<file path="src/sv/qrfp_pkg.sv">
// ----------------------------------------------------------------------------
// QR function-pattern classifier package
// Shared types, value codes and the per-version alignment spacing table.
// ----------------------------------------------------------------------------
package qrfp_pkg;

   // Highest supported symbol version.
   localparam int MAX_VERSION = 40;

   // Most alignment centers after the fixed one at index 6.
   localparam int LANE_COUNT = 6;

   // Module value codes.
   typedef enum logic [1:0] {
      VALUE_LIGHT    = 2'd0,
      VALUE_DARK     = 2'd1,
      VALUE_FREE     = 2'd2,
      VALUE_RESERVED = 2'd3
   } value_type;

   // Classification result handed from the classifier to the output register.
   typedef struct packed {
      value_type value;
      logic      outside;
   } result_type;

   // Alignment spacing: step between centers and number of centers after index 6.
   typedef struct packed {
      logic [4:0] step;
      logic [2:0] count;
   } align_type;

   // Alignment spacing per version. Versions below 7 have only one moving
   // center, so the step does not matter there.
   function automatic align_type align_for(logic [5:0] version);
      align_type al;
      al = '0;
      unique case (version)
         6'd1, 6'd2, 6'd3, 6'd4, 6'd5, 6'd6: al = '{step: 5'd0,  count: 3'd1};
         6'd7:                               al = '{step: 5'd16, count: 3'd2};
         6'd8:                               al = '{step: 5'd18, count: 3'd2};
         6'd9:                               al = '{step: 5'd20, count: 3'd2};
         6'd10:                              al = '{step: 5'd22, count: 3'd2};
         6'd11:                              al = '{step: 5'd24, count: 3'd2};
         6'd12:                              al = '{step: 5'd26, count: 3'd2};
         6'd13:                              al = '{step: 5'd28, count: 3'd2};
         6'd14:                              al = '{step: 5'd20, count: 3'd3};
         6'd15:                              al = '{step: 5'd22, count: 3'd3};
         6'd16, 6'd17:                       al = '{step: 5'd24, count: 3'd3};
         6'd18:                              al = '{step: 5'd26, count: 3'd3};
         6'd19, 6'd20:                       al = '{step: 5'd28, count: 3'd3};
         6'd21:                              al = '{step: 5'd22, count: 3'd4};
         6'd22, 6'd23:                       al = '{step: 5'd24, count: 3'd4};
         6'd24, 6'd25:                       al = '{step: 5'd26, count: 3'd4};
         6'd26, 6'd27:                       al = '{step: 5'd28, count: 3'd4};
         6'd28, 6'd29:                       al = '{step: 5'd24, count: 3'd5};
         6'd30, 6'd31, 6'd32:                al = '{step: 5'd26, count: 3'd5};
         6'd33, 6'd34:                       al = '{step: 5'd28, count: 3'd5};
         6'd35:                              al = '{step: 5'd24, count: 3'd6};
         6'd36, 6'd37, 6'd38:                al = '{step: 5'd26, count: 3'd6};
         6'd39, 6'd40:                       al = '{step: 5'd28, count: 3'd6};
         default:                            al = '{step: 5'd0,  count: 3'd1};
      endcase
      return al;
   endfunction

endpackage

</file>
<file path="src/sv/qr_function_pattern_classifier.sv">
// ----------------------------------------------------------------------------
// QR function-pattern classifier
// Returns the function-pattern value of one module coordinate of a QR symbol.
// ----------------------------------------------------------------------------
// The block takes one coordinate per clock unless rsp_tready stalls the
// result register, and returns whether that module is light, dark, free for
// data or reserved for format or version information in a symbol of the
// programmed version, via the input register and the result register around
// the single-pass classifier. The result register lets a new coordinate enter
// while a finished result waits. The version register resets to 1; 0 reads
// as version 1 and values above 40 read as 40. The user must write it only
// while no items are in flight; the block does not enforce it. No start-up pass.
module qr_function_pattern_classifier
   import qrfp_pkg::*;
(
   input  logic        clock,
   input  logic        reset,

   // Version register write.
   input  logic        csr_valid,
   output logic        csr_ready,
   input  logic [5:0]  csr_data,       // symbol_version

   // Coordinate stream.
   input  logic        req_tvalid,
   output logic        req_tready,
   input  logic [15:0] req_tdata,      // [7:0] first_index, [15:8] second_index

   // Result stream.
   output logic        rsp_tvalid,
   input  logic        rsp_tready,
   output logic [7:0]  rsp_tdata,      // [1:0] module_value, [7:2] zero
   output logic        rsp_tuser       // [0] outside_grid
);

   logic [5:0] version_ff;
   logic [5:0] eff_version;

   logic       s1_valid_ff;
   logic       s1_valid_in;
   logic [7:0] s1_first_ff;
   logic [7:0] s1_second_ff;

   logic       rsp_valid_ff;
   logic       rsp_valid_in;
   result_type rsp_result_ff;

   logic       req_xfer;
   logic       rsp_advance;
   result_type result;

   // Version register: always ready.
   assign csr_ready = 1'b1;

   always_ff @(posedge clock) begin
      if (reset) begin
         version_ff <= 6'd1;
      end else if (csr_valid && csr_ready) begin
         version_ff <= csr_data;
      end
   end

   // Clamp the version into the supported range.
   always_comb begin
      priority if (version_ff == 6'd0) begin
         eff_version = 6'd1;
      end else if (version_ff > 6'(MAX_VERSION)) begin
         eff_version = 6'(MAX_VERSION);
      end else begin
         eff_version = version_ff;
      end
   end

   // Handshake: the result register frees when empty or taken downstream,
   // and the input register frees when empty or moving into the result.
   assign rsp_advance = !rsp_valid_ff || rsp_tready;
   assign req_tready  = !s1_valid_ff || rsp_advance;
   assign req_xfer    = req_tvalid && req_tready;

   always_comb begin
      s1_valid_in  = req_tready ? req_tvalid : s1_valid_ff;
      rsp_valid_in = rsp_advance ? s1_valid_ff : rsp_valid_ff;
   end

   always_ff @(posedge clock) begin
      if (reset) begin
         s1_valid_ff  <= 1'b0;
         rsp_valid_ff <= 1'b0;
      end else begin
         s1_valid_ff  <= s1_valid_in;
         rsp_valid_ff <= rsp_valid_in;
      end
   end

   // Input register payload.
   always_ff @(posedge clock) begin
      if (req_xfer) begin
         s1_first_ff  <= req_tdata[7:0];
         s1_second_ff <= req_tdata[15:8];
      end
   end

   qrfp_classify u_classify (
      .version      (eff_version),
      .first_index  (s1_first_ff),
      .second_index (s1_second_ff),
      .result       (result)
   );

   // Result register payload.
   always_ff @(posedge clock) begin
      if (rsp_advance && s1_valid_ff) begin
         rsp_result_ff <= result;
      end
   end

   assign rsp_tvalid = rsp_valid_ff;
   assign rsp_tdata  = {6'b000000, rsp_result_ff.value};
   assign rsp_tuser  = rsp_result_ff.outside;

   // An accepted coordinate always occupies the input register next cycle.
   a_req_loads: assert property (@(posedge clock) disable iff (reset)
      req_xfer |=> s1_valid_ff)
      else $error("accepted coordinate did not reach the input register");

   // A held coordinate is not dropped while the result side stalls.
   a_s1_holds: assert property (@(posedge clock) disable iff (reset)
      s1_valid_ff && !rsp_advance |=> s1_valid_ff)
      else $error("stalled coordinate lost from the input register");

   // A coordinate moving on shows up as a valid result.
   a_rsp_loads: assert property (@(posedge clock) disable iff (reset)
      s1_valid_ff && rsp_advance |=> rsp_tvalid)
      else $error("classified coordinate did not reach the result register");

   // Out-of-grid results always carry a light value.
   a_outside_light: assert property (@(posedge clock) disable iff (reset)
      rsp_tvalid && rsp_tuser |-> rsp_tdata[1:0] == VALUE_LIGHT)
      else $error("outside result carries a nonzero value");

endmodule

</file>
<file path="src/sv/qrfp_classify.sv">
// ----------------------------------------------------------------------------
// QR function-pattern classifier core
// Combinational classification of one module coordinate for a given version.
// ----------------------------------------------------------------------------
module qrfp_classify
   import qrfp_pkg::*;
(
   input  logic [5:0]  version,       // effective version, 1 to MAX_VERSION
   input  logic [7:0]  first_index,
   input  logic [7:0]  second_index,
   output result_type  result
);

   // Nearest alignment center of one coordinate.
   typedef struct packed {
      logic       hit;
      logic       is_first;
      logic       is_last;
      logic [1:0] off;
   } near_type;

   function automatic logic [7:0] absdiff(logic [7:0] x, logic [7:0] y);
      return (x > y) ? x - y : y - x;
   endfunction

   // Centers are 6 and then last, last - step, ... going down, count of them.
   function automatic near_type find_center(logic [7:0] coord, align_type al,
                                            logic [7:0] last);
      near_type   r;
      logic [7:0] pos;
      logic [7:0] d;
      r = '0;
      d = absdiff(coord, 8'd6);
      if (d <= 8'd2) begin
         r.hit      = 1'b1;
         r.is_first = 1'b1;
         r.off      = d[1:0];
      end
      for (int m = 0; m < LANE_COUNT; m++) begin
         pos = last - 8'(8'(al.step) * 8'(m));
         d   = absdiff(coord, pos);
         if (!r.hit && (3'(m) < al.count) && (d <= 8'd2)) begin
            r.hit     = 1'b1;
            r.is_last = (m == 0);
            r.off     = d[1:0];
         end
      end
      return r;
   endfunction

   logic [7:0] a;
   logic [7:0] b;
   logic [7:0] size;
   logic [7:0] size_m4;
   logic [7:0] size_m7;
   logic [7:0] size_m8;
   logic [7:0] size_m9;
   logic [7:0] size_m11;
   align_type  al;
   near_type   near_a;
   near_type   near_b;
   logic [7:0] fd;
   logic [7:0] fda;
   logic [7:0] fdb;
   logic [1:0] ad;
   value_type  val;

   assign a     = first_index;
   assign b     = second_index;

   // Grid geometry for this version.
   assign size     = 8'd17 + {version, 2'b00};
   assign size_m4  = size - 8'd4;
   assign size_m7  = size - 8'd7;
   assign size_m8  = size - 8'd8;
   assign size_m9  = size - 8'd9;
   assign size_m11 = size - 8'd11;
   assign al       = align_for(version);

   // Alignment center search on each axis; the last center sits at size - 7.
   assign near_a = find_center(a, al, size_m7);
   assign near_b = find_center(b, al, size_m7);

   // Chebyshev distances to the finder centers, used by the finder rings.
   always_comb begin
      fda = 8'd0;
      fdb = 8'd0;
      if (a < 8'd7) begin
         fda = absdiff(a, 8'd3);
      end else begin
         fda = absdiff(a, size_m4);
      end
      if (b < 8'd7) begin
         fdb = absdiff(b, 8'd3);
      end else begin
         fdb = absdiff(b, size_m4);
      end
   end

   assign fd = (fda > fdb) ? fda : fdb;
   assign ad = (near_a.off > near_b.off) ? near_a.off : near_b.off;

   // Layers in order; a later layer overrides an earlier one.
   always_comb begin
      val = VALUE_FREE;

      // Finders: dark core and outer ring, light ring between.
      if ((a < 8'd7 && b < 8'd7) || (a < 8'd7 && b >= size_m7) ||
          (a >= size_m7 && b < 8'd7)) begin
         val = (fd == 8'd2) ? VALUE_LIGHT : VALUE_DARK;
      end

      // Separators around the three finders.
      if ((a == 8'd7 && b <= 8'd7) || (b == 8'd7 && a <= 8'd7)) val = VALUE_LIGHT;
      if ((a <= 8'd7 && b == size_m8) || (a == 8'd7 && b >= size_m8)) val = VALUE_LIGHT;
      if ((a == size_m8 && b <= 8'd7) || (a >= size_m8 && b == 8'd7)) val = VALUE_LIGHT;

      // Alignment patterns, skipping the three centers that land on finders.
      if (version >= 6'd2 && near_a.hit && near_b.hit) begin
         if (!((near_a.is_first && near_b.is_first) ||
               (near_a.is_first && near_b.is_last) ||
               (near_a.is_last && near_b.is_first))) begin
            val = (ad == 2'd1) ? VALUE_LIGHT : VALUE_DARK;
         end
      end

      // Timing lines: dark on even indexes.
      if (b == 8'd6 && a >= 8'd8 && a < size_m8) begin
         val = a[0] ? VALUE_LIGHT : VALUE_DARK;
      end
      if (a == 8'd6 && b >= 8'd8 && b < size_m8) begin
         val = b[0] ? VALUE_LIGHT : VALUE_DARK;
      end

      // The single dark module beside the lower-left finder.
      if (a == 8'd8 && b == size_m8) val = VALUE_DARK;

      // Format areas.
      if (a == 8'd8 && b <= 8'd8 && b != 8'd6) val = VALUE_RESERVED;
      if (b == 8'd8 && a <= 8'd8 && a != 8'd6) val = VALUE_RESERVED;
      if (a == 8'd8 && b >= size_m7) val = VALUE_RESERVED;
      if (b == 8'd8 && a >= size_m8) val = VALUE_RESERVED;

      // Version areas, from version 7 up.
      if (version >= 6'd7) begin
         if (a < 8'd6 && b >= size_m11 && b <= size_m9) val = VALUE_RESERVED;
         if (b < 8'd6 && a >= size_m11 && a <= size_m9) val = VALUE_RESERVED;
      end
   end

   // Out-of-grid coordinates report light with the outside flag set.
   always_comb begin
      result.outside = (a >= size) || (b >= size);
      result.value   = result.outside ? VALUE_LIGHT : val;
   end

endmodule
</file>
<file path="config.mk">
export PLATFORM = sky130hd
export DESIGN_NAME = qr_function_pattern_classifier
export DESIGN_NICKNAME = d
export VERILOG_FILES = /design/src/sv/qrfp_pkg.sv /design/src/sv/qr_function_pattern_classifier.sv /design/src/sv/qrfp_classify.sv
export SDC_FILE = /design/constraint.sdc
export NUM_CORES = 1
export LEC_CHECK = 0
export BUFFER_PORTS_ARGS = -buffer_cell sky130_fd_sc_hd__buf_2
export CORE_ASPECT_RATIO = 0.7
export CORE_MARGIN = 2
export CORE_UTILIZATION = 60
export CTS_CLUSTER_DIAMETER = 40
export DETAILED_ROUTE_END_ITERATION = 16
export PLACE_DENSITY = 0.81
export SYNTH_ARGS = -nofsm -noshare
export SYNTH_HDL_FRONTEND = slang
export SYNTH_SLANG_ARGS = --single-unit
</file>
<file path="constraint.sdc">
create_clock -name clock -period 12.53 [get_ports clock]
set_input_delay 1.253 -clock clock [delete_from_list [all_inputs] [get_ports clock]]
set_output_delay 1.253 -clock clock [all_outputs]
set_load 0.1 [all_outputs]
</file>
# ---- Yosys cells after proc, flatten, opt, wreduce, memory -nomap -nowiden
# Memory sizes are Yosys's and may differ from the RTL's.
# Index checks and enable logic that the tools add are counted.
dict set report classes {
  add_sub_neg 47
  magnitude_cmp 65
  reduce_logical 80
  eq_ne 12
  multipliers 2
  muxes 72
}
# op n
set ops {}
lappend ops {{$sub A8 B8 Y8} 29}
lappend ops {{$mux W8} 21}
lappend ops {{$gt A8 B8 Y1} 15}
lappend ops {{$le A8 B2 Y1 const B} 14}
lappend ops {{$ge A8 B8 Y1} 8}
lappend ops {{$logic_and A1 B1 Y1} 55}
lappend ops {{$mux W2} 21}
lappend ops {{$mux W3} 12}
lappend ops {{$eq A8 B3 Y1 const B} 4}
lappend ops {{$lt A8 B3 Y1 const B} 4}
lappend ops {{$sub A8 B3 Y8 const B} 4}
lappend ops {{$sub A8 B4 Y8 const B} 3}
lappend ops {{$eq A8 B4 Y1 const B} 2}
lappend ops {{$eq A8 B8 Y1} 2}
lappend ops {{$ge A8 B4 Y1 const B} 2}
lappend ops {{$gt A8 B2 Y1 const B} 2}
lappend ops {{$gt A8 B3 Y1 const B} 2}
lappend ops {{$le A8 B3 Y1 const B} 2}
lappend ops {{$le A8 B4 Y1 const B} 2}
lappend ops {{$le A8 B8 Y1} 2}
lappend ops {{$lt A8 B8 Y1} 2}
lappend ops {{$mux W1} 16}
lappend ops {{$ne A8 B3 Y1 const B} 2}
lappend ops {{$sub A2 B8 Y8 const A} 2}
lappend ops {{21 further kinds} 50}
dict set report totals {
  register_bits 27
  mem_bits_ro 448
  mem_count 1
  wordCells 286
  input_bits 27
}
# memory words width rd rd_ports_with_merged_regs write_ports line
set memory_table {}
lappend memory_table {{(no name shown)} 64 7 1 0 0 qrfp_pkg.sv:38} ;# unique case (version)

# ---- Logic depth before layout (Yosys ltp)
# Gate-level depths: netlist of run 1.
dict set report logic_depth {
  word_depth 46
  ltp_mapped 43
  depth_no_buf 41
}

# ---- Cells and area by module
# From an unflattened synthesis of run 1, not the netlist that was laid out.
dict set report unflattened {
  hier_cells 1713
  hier_area_um2 13026.2
}
# mod cells_per_inst seq_area_each_um2 instances area_per_inst_um2
set modules_own_cells {}
lappend modules_own_cells {qrfp_classify 1647 0.0 1 12037.8}
lappend modules_own_cells {qr_function_pattern_classifier 66 730.7 1 988.4}

# ---- Least setup slack after synthesis of run 1
# OpenSTA, ideal clock, no wires.
dict set report synth_timing {
  path_kind {register to register}
  start {reg version_ff[3]}
  end {reg rsp_result_ff, in the netlist rsp_tdata[0] (data pin)}
  synth_period_minus_slack_ns 10.043
  n_path_buf 2
  setup_time_ns 0.273
  path_stages_with_launch 41
  path_slack_ns 2.487
  arrival_ns 9.770
  cell_sequence {dfxtp_1 -> clkbuf_1 -> clkbuf_1 -> or3_1 -> o31ai_1 -> inv_1 -> ha_1 -> a22o_1 -> nand2_1 -> nand3_1 -> ha_1 -> inv_1 -> fa_1 -> ha_1 -> o21a_1 -> nor2_1 -> inv_1 -> a21oi_1 -> [... 5 more ...] -> o22ai_1 -> a41oi_1 -> mux2_2 -> a31oi_1 -> o311ai_0 -> xnor2_1 -> nand4_1 -> mux2_2 -> a211oi_1 -> o311ai_1 -> a22o_1 -> ha_1 -> nor2_1 -> nor2_1 -> a21oi_1 -> o21ai_0 -> a2111oi_0 -> a22oi_1}
}
dict set report synth_between {
  elab_chain_cells 46
  word_cells_on_any_way 218
  classes_between {add/sub: 39; mul: 2; order compare: 49; eq/ne: 4; mux: 62; reduce/logical: 61; memory: 1}
}
# element line
set synth_lines {}
lappend synth_lines {{from (decl)} qr_function_pattern_classifier.sv:36} ;# logic [5:0] version_ff;
lappend synth_lines {{from (signal assigned)} qr_function_pattern_classifier.sv:59} ;# version_ff <= csr_data;
lappend synth_lines {{$gt A6 B6 Y1} qr_function_pattern_classifier.sv:67} ;# end else if (version_ff > 6'(MAX_VERSION)) begin
lappend synth_lines {{$mux W6} qr_function_pattern_classifier.sv:67}
lappend synth_lines {{$mux W6 (*)} qr_function_pattern_classifier.sv:65} ;# priority if (version_ff == 6'd0) begin
lappend synth_lines {{branches (longest 43 deep; another with $sub A8 B7 Y8)} n/a}
lappend synth_lines {{to (signal assigned)} qr_function_pattern_classifier.sv:113} ;# rsp_result_ff <= result;
lappend synth_lines {{to (decl)} qr_function_pattern_classifier.sv:46} ;# result_type rsp_result_ff;
# Every way passes the cells marked *.
# A chain may end at the register's enable or synchronous reset.

# ---- Worst setup path after layout of run 1
# Ends and elaborated chain as after synthesis.

==> results of run 1 <==
[layout by cell type, fill, tap and decap left out, drive strengths merged, types with 8 or more instances in the layout]
| cell type | synthesis | layout |
|---|---|---|
| o31a | 9 | 9 |
| o31ai | 15 | 15 |
| nand2 | 118 | 118 |
| a21o | 39 | 39 |
| o21bai | 22 | 22 |
| xor2 | 30 | 30 |
| o211ai | 13 | 13 |
| edfxtp | 19 | 19 |
| nor2b | 36 | 36 |
| mux2i | 56 | 56 |
| nor3 | 31 | 31 |
| and3 | 17 | 17 |
| and2 | 10 | 10 |
| fa | 21 | 21 |
| nand4 | 21 | 21 |
| o22ai | 15 | 15 |
| dfxtp | 8 | 8 |
| xnor2 | 71 | 71 |
| nand2b | 23 | 23 |
| inv | 143 | 143 |
| o21a | 30 | 30 |
| nor2 | 109 | 109 |
| a21oi | 132 | 132 |
| a211oi | 26 | 26 |
| mux2 | 17 | 17 |
| o21ai | 114 | 114 |
| buf | 17 | 53 |
| ha | 258 | 258 |
| or3 | 11 | 11 |
| nand3 | 42 | 42 |
| a211o | 12 | 12 |
| a21boi | 10 | 10 |
| a31oi | 18 | 18 |
| nor4 | 16 | 16 |
[area by class of cell]
cell class                 instances  area [µm²]
clock buffer                       3        75.1
clock inverter                     1        5.00
fill                            1890        7530
inverter                         143         537
multi-input combinational       1475       11400
sequential                        27         731
tap                              276         345
timing repair buffer              53         320
[routing by layer]
layer | up-vias | wire, µm | share of wire | GRT usage
li1 | 6227 | - | - | -
met5 | - | 13 | 0.00028 | 0
met2 | 931 | 17500 | 0.37 | 0.542
met4 | 2 | 1320 | 0.028 | 0.0976
met1 | 6224 | 20200 | 0.43 | 0.564
met3 | 120 | 7660 | 0.16 | 0.168
[state kept, by name, summed over array words and instances, names as in the netlist]
name and count:
rsp_tuser 1, s1_first_ff 8, rsp_tvalid 1, rsp_tdata 2, s1_valid_ff 1, version_ff 6
s1_second_ff 8
[worst max-delay path, delay by kind of cell (launching register included)]
kind            cells  cell delay (ns)
compound gates     19             4.82
xor+xnor            2             0.30
fa+ha+maj           6             2.16
buf+inv             4             0.58
flops               1             0.84
mux                 2             0.73
simple gates        5             0.98
[kinds of logic (layout without fill, tap and decap cells)]
| family | Yosys count | in the layout | share of synthesized area |
|---|---|---|---|
| buffers and inverters | 207 | 200 | 0.0640 |
| muxes | 73 | 73 | 0.0592 |
| xor gates and xnor gates | 101 | 101 | 0.0714 |
| DFF | 27 | 27 | 0.0563 |
| other | 2 | 7 | 0.000579 |
| AOI/OAI and AO/OA | 544 | 544 | 0.283 |
| and+or+nand+nor | 470 | 470 | 0.183 |
| adders and majority gates | 280 | 280 | 0.282 |
[through the flow]
stage / hold slack [ns] / setup WS (ns)
4_1_cts: 0.527 / 2.11
6_report: 0.526 / 1.82
2_1_floorplan: 0.478 / 2.49
3_5_place_dp: 0.506 / 2.17
5_1_grt: 0.562 / 1.10
3_3_place_gp: 0.505 / 2.39
[worst paths after layout]
kind	start	to	slack, ns
setup / recovery	version_ff[3]$_SDFFE_PP0P_	rsp_tdata[0]$_SDFFCE_PP0P_	1.82
setup reg to reg	version_ff[3]$_SDFFE_PP0P_	rsp_tdata[0]$_SDFFCE_PP0P_	1.82
hold / removal	s1_valid_ff$_SDFFE_PP0N_	rsp_tvalid$_SDFFE_PP0P_	0.53
hold reg to reg	s1_valid_ff$_SDFFE_PP0N_	rsp_tvalid$_SDFFE_PP0P_	0.53
[power groups by stage]
stage | Sequential, mW | Clock [mW] | Combinational [mW]
floorplan | 0.118 | 0 | 1.57
global placement | 0.109 | 0 | 1.95
global route | 0.108 | 0.0788 | 2.25
CTS | 0.107 | 0.0740 | 2.00
finish | 0.107 | 0.0741 | 2.07
detailed placement | 0.109 | 0 | 1.99
==> results.txt, run 1 <==
The run finished with clean final reports. The clock reaches the later pin of the worst-skew pair after 0.27 ns. The clock net in this run drives a total of 27 sinks.

The slowest stage of the critical path is the sky130_fd_sc_hd__dfxtp_1 cell. Number of levels the H-tree was split into: 1. 0 antenna diodes ended up in the layout. Prevailing post-synth register cell: sky130_fd_sc_hd__edfxtp_1.

The cell total after placement is 1974, and the cell area after synthesis is 13000 µm². The tools report the total wirelength of the detailed-routed design as 46700 µm. Clock share of power: 0.033. The combinational power share is 0.920. The clock edge transition at the registers on the reported setup and hold paths works out to 0.07 ns. In the synthesized netlist, the number of instances is 1704. The first TritonRoute pass finished after 8 iterations.

The count of different cell masters after synthesis is 100. Die outline height: 127 µm. The internal power consumption was 975 µW; the overall overflow remaining after global route was 0. For the final routed database, the setup TNS stands at 0 ns. The sequential-to-total area share from yosys stat was 0.0563.

Entering global routing, the biggest net connects 27 pins. The most repeated library cell on the critical path was sky130_fd_sc_hd__ha_1. The area growth from synthesis to layout is 3.68%.

The floorplan has 44 rows. Total power for the finished layout comes to 2.25 mW. For the HPWL reported at the end of detailed placement, the log shows 35700 µm. On the final layout, the worst clock skew is 0.00662 ns. Data on the critical path is required at its endpoint by 12.53 ns. The initial antenna violation count was 1. The post-detailed-route via-to-cell ratio is 6.83. The number of enable flip-flop cells after synthesis was 19.

The top fanout value on the critical path came out at 24. Among all cell types in the netlist, the one instantiated most often is sky130_fd_sc_hd__ha_1. The number of port buffers came out at 31.

The synthesized design spends more area on one cell type than any other, namely sky130_fd_sc_hd__ha_1. The run gives 0.618 as the initial core utilization. The switching share of total power works out to 0.567. TritonCTS built the clock tree. For this run, the number of Yosys warnings is 0. The count of nets left with antenna violations once routing finished came out at 0.

The first global-routing pass estimated 71100 µm of wire. The worst ir drop on vdd was 82.6 µV; the final worst-path cycle share was 0.855. The detailed router finished its first iteration with 1728 violations. Number of cells traversed by the worst register-to-register path: 38. For this run, design rule violations remaining after detail routing come to 0. The area of the die was 22800 µm². In this design, the stage delay of the slowest critical-path cell is 0.84 ns. The tools report the maximum clock insertion buffer count as 2.

Timing would allow up to 93.4 MHz. The worst setup path is launched from a register. The logs give 0.048 for the share of total power in sequential cells and 0 for the setup violation total in the final timing report.

Class of the tightest hold or removal check: reg -> reg. For the number of slew-limit violations in the final report, the log shows 0. The proportion of layout cells with a drive suffix above 1 is 0.0640. The region available for standard cell placement spans 21000 µm². The count of state elements after synthesis works out to 27. After routing the design area is 13400 µm².

The worst-case headroom to the max-slew limit is 0.143. The number of hold buffers added after CTS was 0. Subtracting the final worst setup slack from the clock period gives 10.71 ns. The number of failing hold endpoints at the final stage is 0, and the net count of the finished layout is 2009.

In the final routed layout, each cell accounts on average for 23.6 µm. The combined global-route utilization of all metal layers was 0.396; the number of CTS-inserted buffers was 3. Ranked by instance count, the synthesized netlist is headed by sky130_fd_sc_hd__ha_1, sky130_fd_sc_hd__inv_1, sky130_fd_sc_hd__a21oi_1, sky130_fd_sc_hd__nand2_1, sky130_fd_sc_hd__o21ai_0. The root buffer cell chosen for the clock tree is sky130_fd_sc_hd__clkbuf_16. By area the synthesized netlist is led by sky130_fd_sc_hd__ha_1, sky130_fd_sc_hd__a21oi_1, sky130_fd_sc_hd__xnor2_1. The power density over the cells works out to 168 nW/µm². The number of non-filler instances in the completed layout was 1978.

The data arrival time of the worst path is 10.71 ns. The depth of the worst hold-timing path came out at 2. Setup repair after global routing left no endpoint under its margin. In this run the mean area of a mapped cell was 7.61 µm².

Post-CTS timing repair inserted 0 buffers for setup. The run gives 6.15 nW as the leakage dissipation. The floorplan step set the die width to 180 µm. The share of Yosys cell area claimed by the top area cell type was 0.249; the switching power was 1.28 mW.

Routability-driven placement finished with a final weighted congestion of 1.08. The placement-stage cell area is 13400 µm². The fraction of synthesis flops using an asynchronous set or reset pin was 0. The critical path is of the reg -> reg type. The worst setup path is captured at a register. In this run, post-CTS repair resized a total of 0 instances. The run gives 13504 as the vias after detailed routing. The tool flagged a number of max-cap violations equal to 0. The top-level I/O count was 39; the via count of the first global-routing pass was 12215. The slew of the pin with the lowest slew margin is 1.28 ns, and the utilization after layout is 0.641.
Note: power is estimated with default switching activity, not from simulation.
==> run 2, diff against run 1 <==
Settings changed: CORE_UTILIZATION 60 to 56, PLACE_DENSITY 0.81 to 0.77, SYNTH_HIERARCHICAL set to 1.
==> run 2 against run 1 <==
Final area grew 1.1%. Synthesized cell count grew 0.53%. Die area grew 7.4%. Non-clock buffer count increased by 5. Register-to-register slack improved by 0.46 ns. Sequential power barely moved. First-iteration DRC count increased by 4.9%. Wire length grew 4.1%. Sequential share of layout area down 0.057 points. Global-route usage fell by 0.65 points. Clock skew decreased by 0.00090 ns. Sequential cell count stayed put. Critical path type unchanged. Critical endpoint is now rsp_tdata[0]$_DFFE_PP_.
==> results.txt, run 2 <==
The die outline height was 132 µm. The worst register-to-register path ends at rsp_tdata[0]$_DFFE_PP_. TritonCTS built the clock tree. After the last flow step, the layout net total stands at 2025. The via count of the first global-routing pass is 11971. The first TritonRoute pass finished after 5 iterations. The run finished with clean final reports. In this run the mean area of a mapped cell was 7.60 µm². The clock edge transition at the registers on the reported setup and hold paths was 0.08 ns; the final setup skew was 0.00572 ns. The share of total power in sequential cells is 0.045, and the power density over the cells is 169 nW/µm².

The chip width is 186 µm, and the cell area after synthesis is 13000 µm². The proportion of layout cells with a drive suffix above 1 came out at 0.0688. The tools report the reg-to-reg startpoint as version_ff[5]$_SDFFE_PP0P_. Counting every instance in the synthesized netlist gives 1713. Of all nets on the critical path, the largest fanout is 15. Depth of the worst hold-timing path: 2. The cell total after placement was 2023. The congestion estimate from routability-driven global placement came to 1.03. For the worst hold slack across all endpoints, the log shows 0.466 ns. Number of buffers added for setup after CTS: 0. The wire length of the first global-routing pass was 72600 µm; the data arrival time of the worst path was 10.28 ns. On the worst path, the slowest cell contributes a delay of 0.57 ns. Maximum number of pins on one net before global-route repair: 26. The switching share of total power is 0.571. The hold-critical path endpoint was rsp_tvalid$_SDFFE_PP0P_.

In the post-synthesis netlist, the biggest area contributors are sky130_fd_sc_hd__ha_1, sky130_fd_sc_hd__a21oi_1, sky130_fd_sc_hd__mux2i_1. The count of routing violations after the opening detailed-route iteration was 1813; the leakage dissipation was 6.28 nW. The wire length per cell works out to 24.0 µm.

The run gives 12.56 ns as the endpoint required time on the critical path. The run gives 22700 µm² as the core footprint. Max-cap violations in this run came to 0. The largest registers in the layout are s1_first_ff x8, s1_second_ff x8, version_ff x6. In the layout the commonest cells are sky130_fd_sc_hd__ha_1, sky130_fd_sc_hd__a21oi_1, sky130_fd_sc_hd__inv_1. Counting every sink on the clock net gives 27.

Buffers inserted during clock tree synthesis total 3. The final worst-path cycle share came out at 0.818. After global routing the overflow that remains totals 0. The kind of start point of the critical path is a register.

The floorplan step defined a die boundary enclosing 24500 µm². Hold repair after CTS inserted 0 buffers. The filler cells instantiated in the layout total 2109.

The number of cells traversed by the worst register-to-register path was 42. On the critical path, the stage with the largest delay is an instance of sky130_fd_sc_hd__or4_1. Yosys instantiated no cell more often than sky130_fd_sc_hd__ha_1.

The initial antenna violation count came out at 1. For this run, the leading register cell type out of synthesis is sky130_fd_sc_hd__edfxtp_1. The sum of negative setup slack is 0 ns, and the maximum clock insertion buffer count is 2. Setup violations remaining at the end of the flow were counted as 0. Summed over all layers, the routed wires come to 48600 µm.

The sequential-to-total area share from yosys stat is 0.0561, and the combinational power share is 0.920. The tools report the cell chosen for the clock root as sky130_fd_sc_hd__clkbuf_16. Worst ir drop on vdd: 82.4 µV.

The worst-case headroom to the max-slew limit is 0.266. The number of non-filler instances in the completed layout was 2028; the top-level I/O count was 39. sky130_fd_sc_hd__ha_1 takes more of the synthesized area than any other cell. Relative to the synthesized area, the layout overhead comes to 4.30%. The number of failing hold endpoints at the final stage is 0, and the final critical path time including I/O delays and setup is 10.25 ns. The slew of the pin with the lowest slew margin came out at 1.09 ns. The number of enable flip-flop cells after synthesis is 19. The run gives 0.28 ns as the clock latency of the later-clocked register in the worst-skew pair. The most critical setup path has its startpoint at version_ff[5]$_SDFFE_PP0P_. After legalization and detailed placement, the total HPWL measured 37600 µm.

The clock share of power is 0.035, and the total DRC errors in the routed layout is 0. The run gives 2.30 mW as the power after layout. Setup repair after global routing left no endpoint under its margin. The fraction of synthesis flops using an asynchronous set or reset pin works out to 0. The run gives 0 as the number of slew-limit violations in the final report. The initial core utilization was 0.573; the count of instances resized after the clock tree is built was 0.

Critical path endpoint category: a register. The run gives 731 µm² as the register area. The floorplan has 46 rows. The worst setup path is of the reg -> reg kind. The number of port buffers came out at 31. The path class of the tightest hold or removal check is reg -> reg. The number of different library cells used by synthesis comes to 98.

The number of levels the H-tree was split into was 1; the count of nets left with antenna violations after detail routing was 0. The share of Yosys cell area claimed by the top area cell type was 0.250; the post-detailed-route via-to-cell ratio was 6.66. The routed layout has 13511 vias. Cell internal power was estimated by the tool at 987 µW. By count the netlist is led by sky130_fd_sc_hd__ha_1, sky130_fd_sc_hd__a21oi_1, sky130_fd_sc_hd__inv_1, sky130_fd_sc_hd__nand2_1, sky130_fd_sc_hd__nor2_1.

In the final layout, the multi-input gates occupy 11500 µm². Most frequent standard cell in the layout excluding fill and tap cells: sky130_fd_sc_hd__ha_1. The tools report the number of warnings issued by yosys as 6.

The worst hold path begins at s1_valid_ff$_SDFFE_PP0P_. Count of state elements after synthesis: 27. For flop-to-flop paths, the worst setup slack is 2.28 ns. Static timing analysis puts the maximum clock frequency at 97.5 MHz. The logs give 1.31 mW for the switching power and 0.389 for the combined global-route utilization of all metal layers.
run 2: cell count changes after synthesis, moves of 7 or more:
cell	change
sky130_fd_sc_hd__nor4_1	-7
sky130_fd_sc_hd__and2_1	+12
sky130_fd_sc_hd__inv_1	-15
sky130_fd_sc_hd__o21bai_1	-10
sky130_fd_sc_hd__a21o_1	+7
sky130_fd_sc_hd__nand4_1	-12
sky130_fd_sc_hd__a21oi_1	+16
sky130_fd_sc_hd__nand3b_1	+10
run 2: power by group through the flow:
stage / clock network [mW] / registers (mW) / logic (mW)
6_report: 0.0796 / 0.104 / 2.12
5_1_grt: 0.0846 / 0.105 / 2.30
4_1_cts: 0.0817 / 0.104 / 2.04
3_5_place_dp: 0 / 0.106 / 2.03
3_3_place_gp: 0 / 0.106 / 2.01
2_1_floorplan: 0 / 0.118 / 1.58
run 2: through the flow:
step,setup slack (ns),cell area [µm²],utilization
final,2.28,13600,0.598
after global routing,1.56,13600,0.598
after CTS,2.47,13600,0.598
after detailed placement,2.52,13500,0.594
after global placement,2.71,13500,0.594
after floorplan,3.09,13000,-
run 2: worst max path at each step:
stage,slack [ns],depth (start not counted),to
6_report,2.28,42,rsp_tdata[0]$_DFFE_PP_
5_1_grt,1.56,43,rsp_tdata[0]$_DFFE_PP_
4_1_cts,2.47,42,rsp_tdata[0]$_DFFE_PP_
3_5_place_dp,2.52,42,rsp_tdata[0]$_DFFE_PP_
3_3_place_gp,2.71,42,rsp_tdata[0]$_DFFE_PP_
2_1_floorplan,3.09,44,rsp_tdata[0]$_DFFE_PP_
run 2: critical path, delay by kind of cell, from the launching register on:
| family | cells | cell delay [ns] |
|---|---|---|
| adder cells (fa/ha/maj) | 5 | 2.12 |
| AND/OR/NAND/NOR | 13 | 2.22 |
| XOR/XNOR | 2 | 0.30 |
| AO/OA/AOI/OAI | 16 | 3.68 |
| buffers and inverters | 6 | 1.25 |
| flip-flops | 1 | 0.42 |
run 2: layer usage:
metal | up-vias | global-route usage | routed length, µm
met5 | - | 0 | 18
met4 | 2 | 0.0735 | 982
met3 | 81 | 0.159 | 7310
met2 | 822 | 0.511 | 18000
met1 | 6356 | 0.583 | 22300
li1 | 6250 | - | -
run 2: cell type report:
class | count | share of cell area
multi-input cells | 1495 | 0.848
flip-flops and latches | 27 | 0.0538
inverters | 131 | 0.0364
well taps | 312 | 0.0287
repair buffers | 58 | 0.0263
clock buffers | 3 | 0.00553
clock inverters | 1 | 0.000645
diodes | 1 | 0.000184
run 2: kinds of logic (layout without fill, tap and decap cells):
logic type	Yosys count	after routing	share of synthesized area
flops	27	27	0.0561
simple gates	483	483	0.189
compound gates	551	551	0.281
mux	80	80	0.0637
buf+inv	196	193	0.0609
other cells	2	8	0.000577
xor+xnor	92	92	0.0647
fa+ha+maj	282	282	0.284
==> run 3, diff against run 2 <==
Clock period 12.53 ns to 10.5 ns, I/O delays scaled along.
==> run 3 against run 2 <==
Largest cell class unchanged. Cell count did not move. Highest routed layer is now met4. Total power grew 20%. Critical path depth is 1 higher. Die area did not move.
==> results.txt, run 3 (synthesis results as in run 2) <==
The pre-CTS setup slack was 0.588 ns. The slew of the pin with the lowest slew margin works out to 1.26 ns. The finished cells cover 13600 µm². The worst setup path is captured at a register. The routed layout has 13698 vias.

The worst ir drop on vdd is 98.8 µV, and the maximum achievable frequency is 103 MHz. The library cells used most frequently in the layout, excluding fill and tap cells, are sky130_fd_sc_hd__ha_1, sky130_fd_sc_hd__a21oi_1, sky130_fd_sc_hd__inv_1. The root buffer cell chosen for the clock tree is sky130_fd_sc_hd__clkbuf_16.

The number of slew-limit violations in the final report is 0, and the core footprint is 22700 µm². The maximum clock insertion buffer count is 2, and the setup violation total in the final timing report is 0. The final layout contains routed wiring with a total length of 48000 µm. For this run, the detailed router's first-pass iteration total came to 9. The number of levels the H-tree was split into is 1, and the count of nets left with antenna violations after detail routing is 0. The slowest stage of the critical path is the sky130_fd_sc_hd__or4_1 cell. The number of antenna diodes in the final layout is 0.

In this run the worst hold path is classified as reg -> reg. Input and output buffers added on the ports amount to 31. The run finished with clean final reports.

CTS saw 27 sinks. met1 is the most crowded layer. The worst setup path is launched from a register. For the initial core utilization, the log shows 0.573. Delay of the slowest cell on the worst path: 0.59 ns.

Count of routing violations after the opening detailed-route iteration: 1919. Once placement finished, the instance area stood at 13500 µm². The congestion estimate from routability-driven global placement came to 1.03.

In the final routed layout, each cell accounts on average for 23.7 µm. For this run, the post-layout net count is 2026. The logs give 0.110 for the met3 track demand over resource in global routing and 0 for the number of failing hold endpoints at the final stage. The run gives 0.513 as the met2 capacity usage during global routing.

The tools report the maximum number of pins on one net before global-route repair as 26. STA puts the critical path data required time at 10.54 ns. For this design the static power due to leakage is 6.27 nW. From bottom edge to top edge, the die measures 132 µm. Power density over the cells: 203 nW/µm². The largest registers in the layout are s1_first_ff x8, s1_second_ff x8, version_ff x6.

The sum of buffers and inverters on the critical path was 5; the top fanout value on the critical path was 11. TritonCTS built the clock tree. The clock arrives with 0.00578 ns of skew.

The met1 demand-to-capacity share in global routing came out at 0.591. The die covers 24500 µm². TritonCTS created 3 clock buffers. The proportion of layout cells with a drive suffix above 1 is 0.0705, and the clock latency of the later-clocked register in the worst-skew pair is 0.28 ns. After detailed routing, the number of vias per cell comes to 6.75. The logs give 0 for the overall overflow remaining after global route and 0 for the count of max-cap constraint violations.

The run gives 0.599 as the utilization after layout. The logs give 11997 for the via count of the first global-routing pass and 46 for the number of placement rows. The clock edge transition at the registers on the reported setup and hold paths is 0.08 ns.

The tools report the combined global-route utilization of all metal layers as 0.381. After clock tree synthesis, the flow added hold-fix buffers numbering 0. The final worst-path cycle share is 0.927. For this run, design rule violations remaining after detail routing come to 0. Once detailed placement completed, the half-perimeter wirelength came to 37200 µm.

From left edge to right edge, the die measures 186 µm. The wire length of the first global-routing pass is 71800 µm, and the top-level I/O count is 39. Setup repair after global routing left no endpoint under its margin. The tools report the worst-case headroom to the max-slew limit as 0.155.

The final critical path time including I/O delays and setup is 9.73 ns. The final worst-path setup slack is 0.769 ns, and the initial antenna violation count is 0. The area growth from synthesis to layout is 4.46%. The category of the critical setup timing path was reg -> reg. Hold timing on the final database bottoms out at a slack of 0.464 ns. Kind of cell adding the most delay to the critical path: compound AO/OA/AOI/OAI gates. Data arrives at the worst endpoint at 9.77 ns. Most frequent standard cell in the layout excluding fill and tap cells: sky130_fd_sc_hd__ha_1. The run gives 0 ns as the sum of negative setup slack.
-- run 3: cell type report --
| class | count | area, µm² |
|---|---|---|
| clock buffers | 3 | 75.1 |
| clock inverters | 1 | 8.76 |
| fillers | 2110 | 9130 |
| inverters | 131 | 498 |
| multi-input cells | 1495 | 11500 |
| flip-flops and latches | 27 | 731 |
| well taps | 312 | 390 |
| repair buffers | 59 | 365 |
-- run 3: worst paths after layout --
check,depth (start not counted),slack [ns],endpoint,start
hold reg to reg,2,0.46,rsp_tvalid$_SDFFE_PP0P_,s1_valid_ff$_SDFFE_PP0P_
hold / removal,2,0.46,rsp_tvalid$_SDFFE_PP0P_,s1_valid_ff$_SDFFE_PP0P_
setup reg to reg,43,0.77,rsp_tdata[0]$_DFFE_PP_,version_ff[5]$_SDFFE_PP0P_
setup / recovery,43,0.77,rsp_tdata[0]$_DFFE_PP_,version_ff[5]$_SDFFE_PP0P_
-- run 3: per-layer routing --
metal | routed length, µm | vias to the layer above
li1 | - | 6246
met1 | 21400 | 6418
met2 | 18100 | 945
met3 | 7440 | 89
met4 | 1030 | 0
met5 | 0 | -
-- run 3: per-stage QoR --
stage	total power [mW]	cells
6_report	2.77	2028
5_1_grt	2.97	2028
4_1_cts	2.66	2027
3_5_place_dp	2.55	2023
3_3_place_gp	2.51	2023
2_1_floorplan	2.02	1718
-- run 3: worst reg2reg max path: cells and delay by family (launching register included) --
| kind | cells | cell delay [ns] |
|---|---|---|
| AO/OA/AOI/OAI | 19 | 4.13 |
| adder cells (fa/ha/maj) | 6 | 2.14 |
| AND/OR/NAND/NOR | 10 | 1.60 |
| XOR/XNOR | 1 | 0.23 |
| flip-flops | 1 | 0.43 |
| multiplexers | 2 | 0.46 |
| buffers and inverters | 5 | 0.52 |
-- run 3: repair_timing --
action	in CTS	in global routing
endpoints found under the setup margin	0	1
resized for setup	0	4
buffers inserted	0	1
-- run 3: where the power goes --
| group | switching (mW) | leakage, nW | internal (mW) | total, mW |
|---|---|---|---|---|
| clock | 0.0471 | 0.0415 | 0.0532 | 0.100 |
| sequential | 0.00651 | 0.249 | 0.121 | 0.127 |
| combinational | 1.53 | 5.98 | 1.01 | 2.54 |
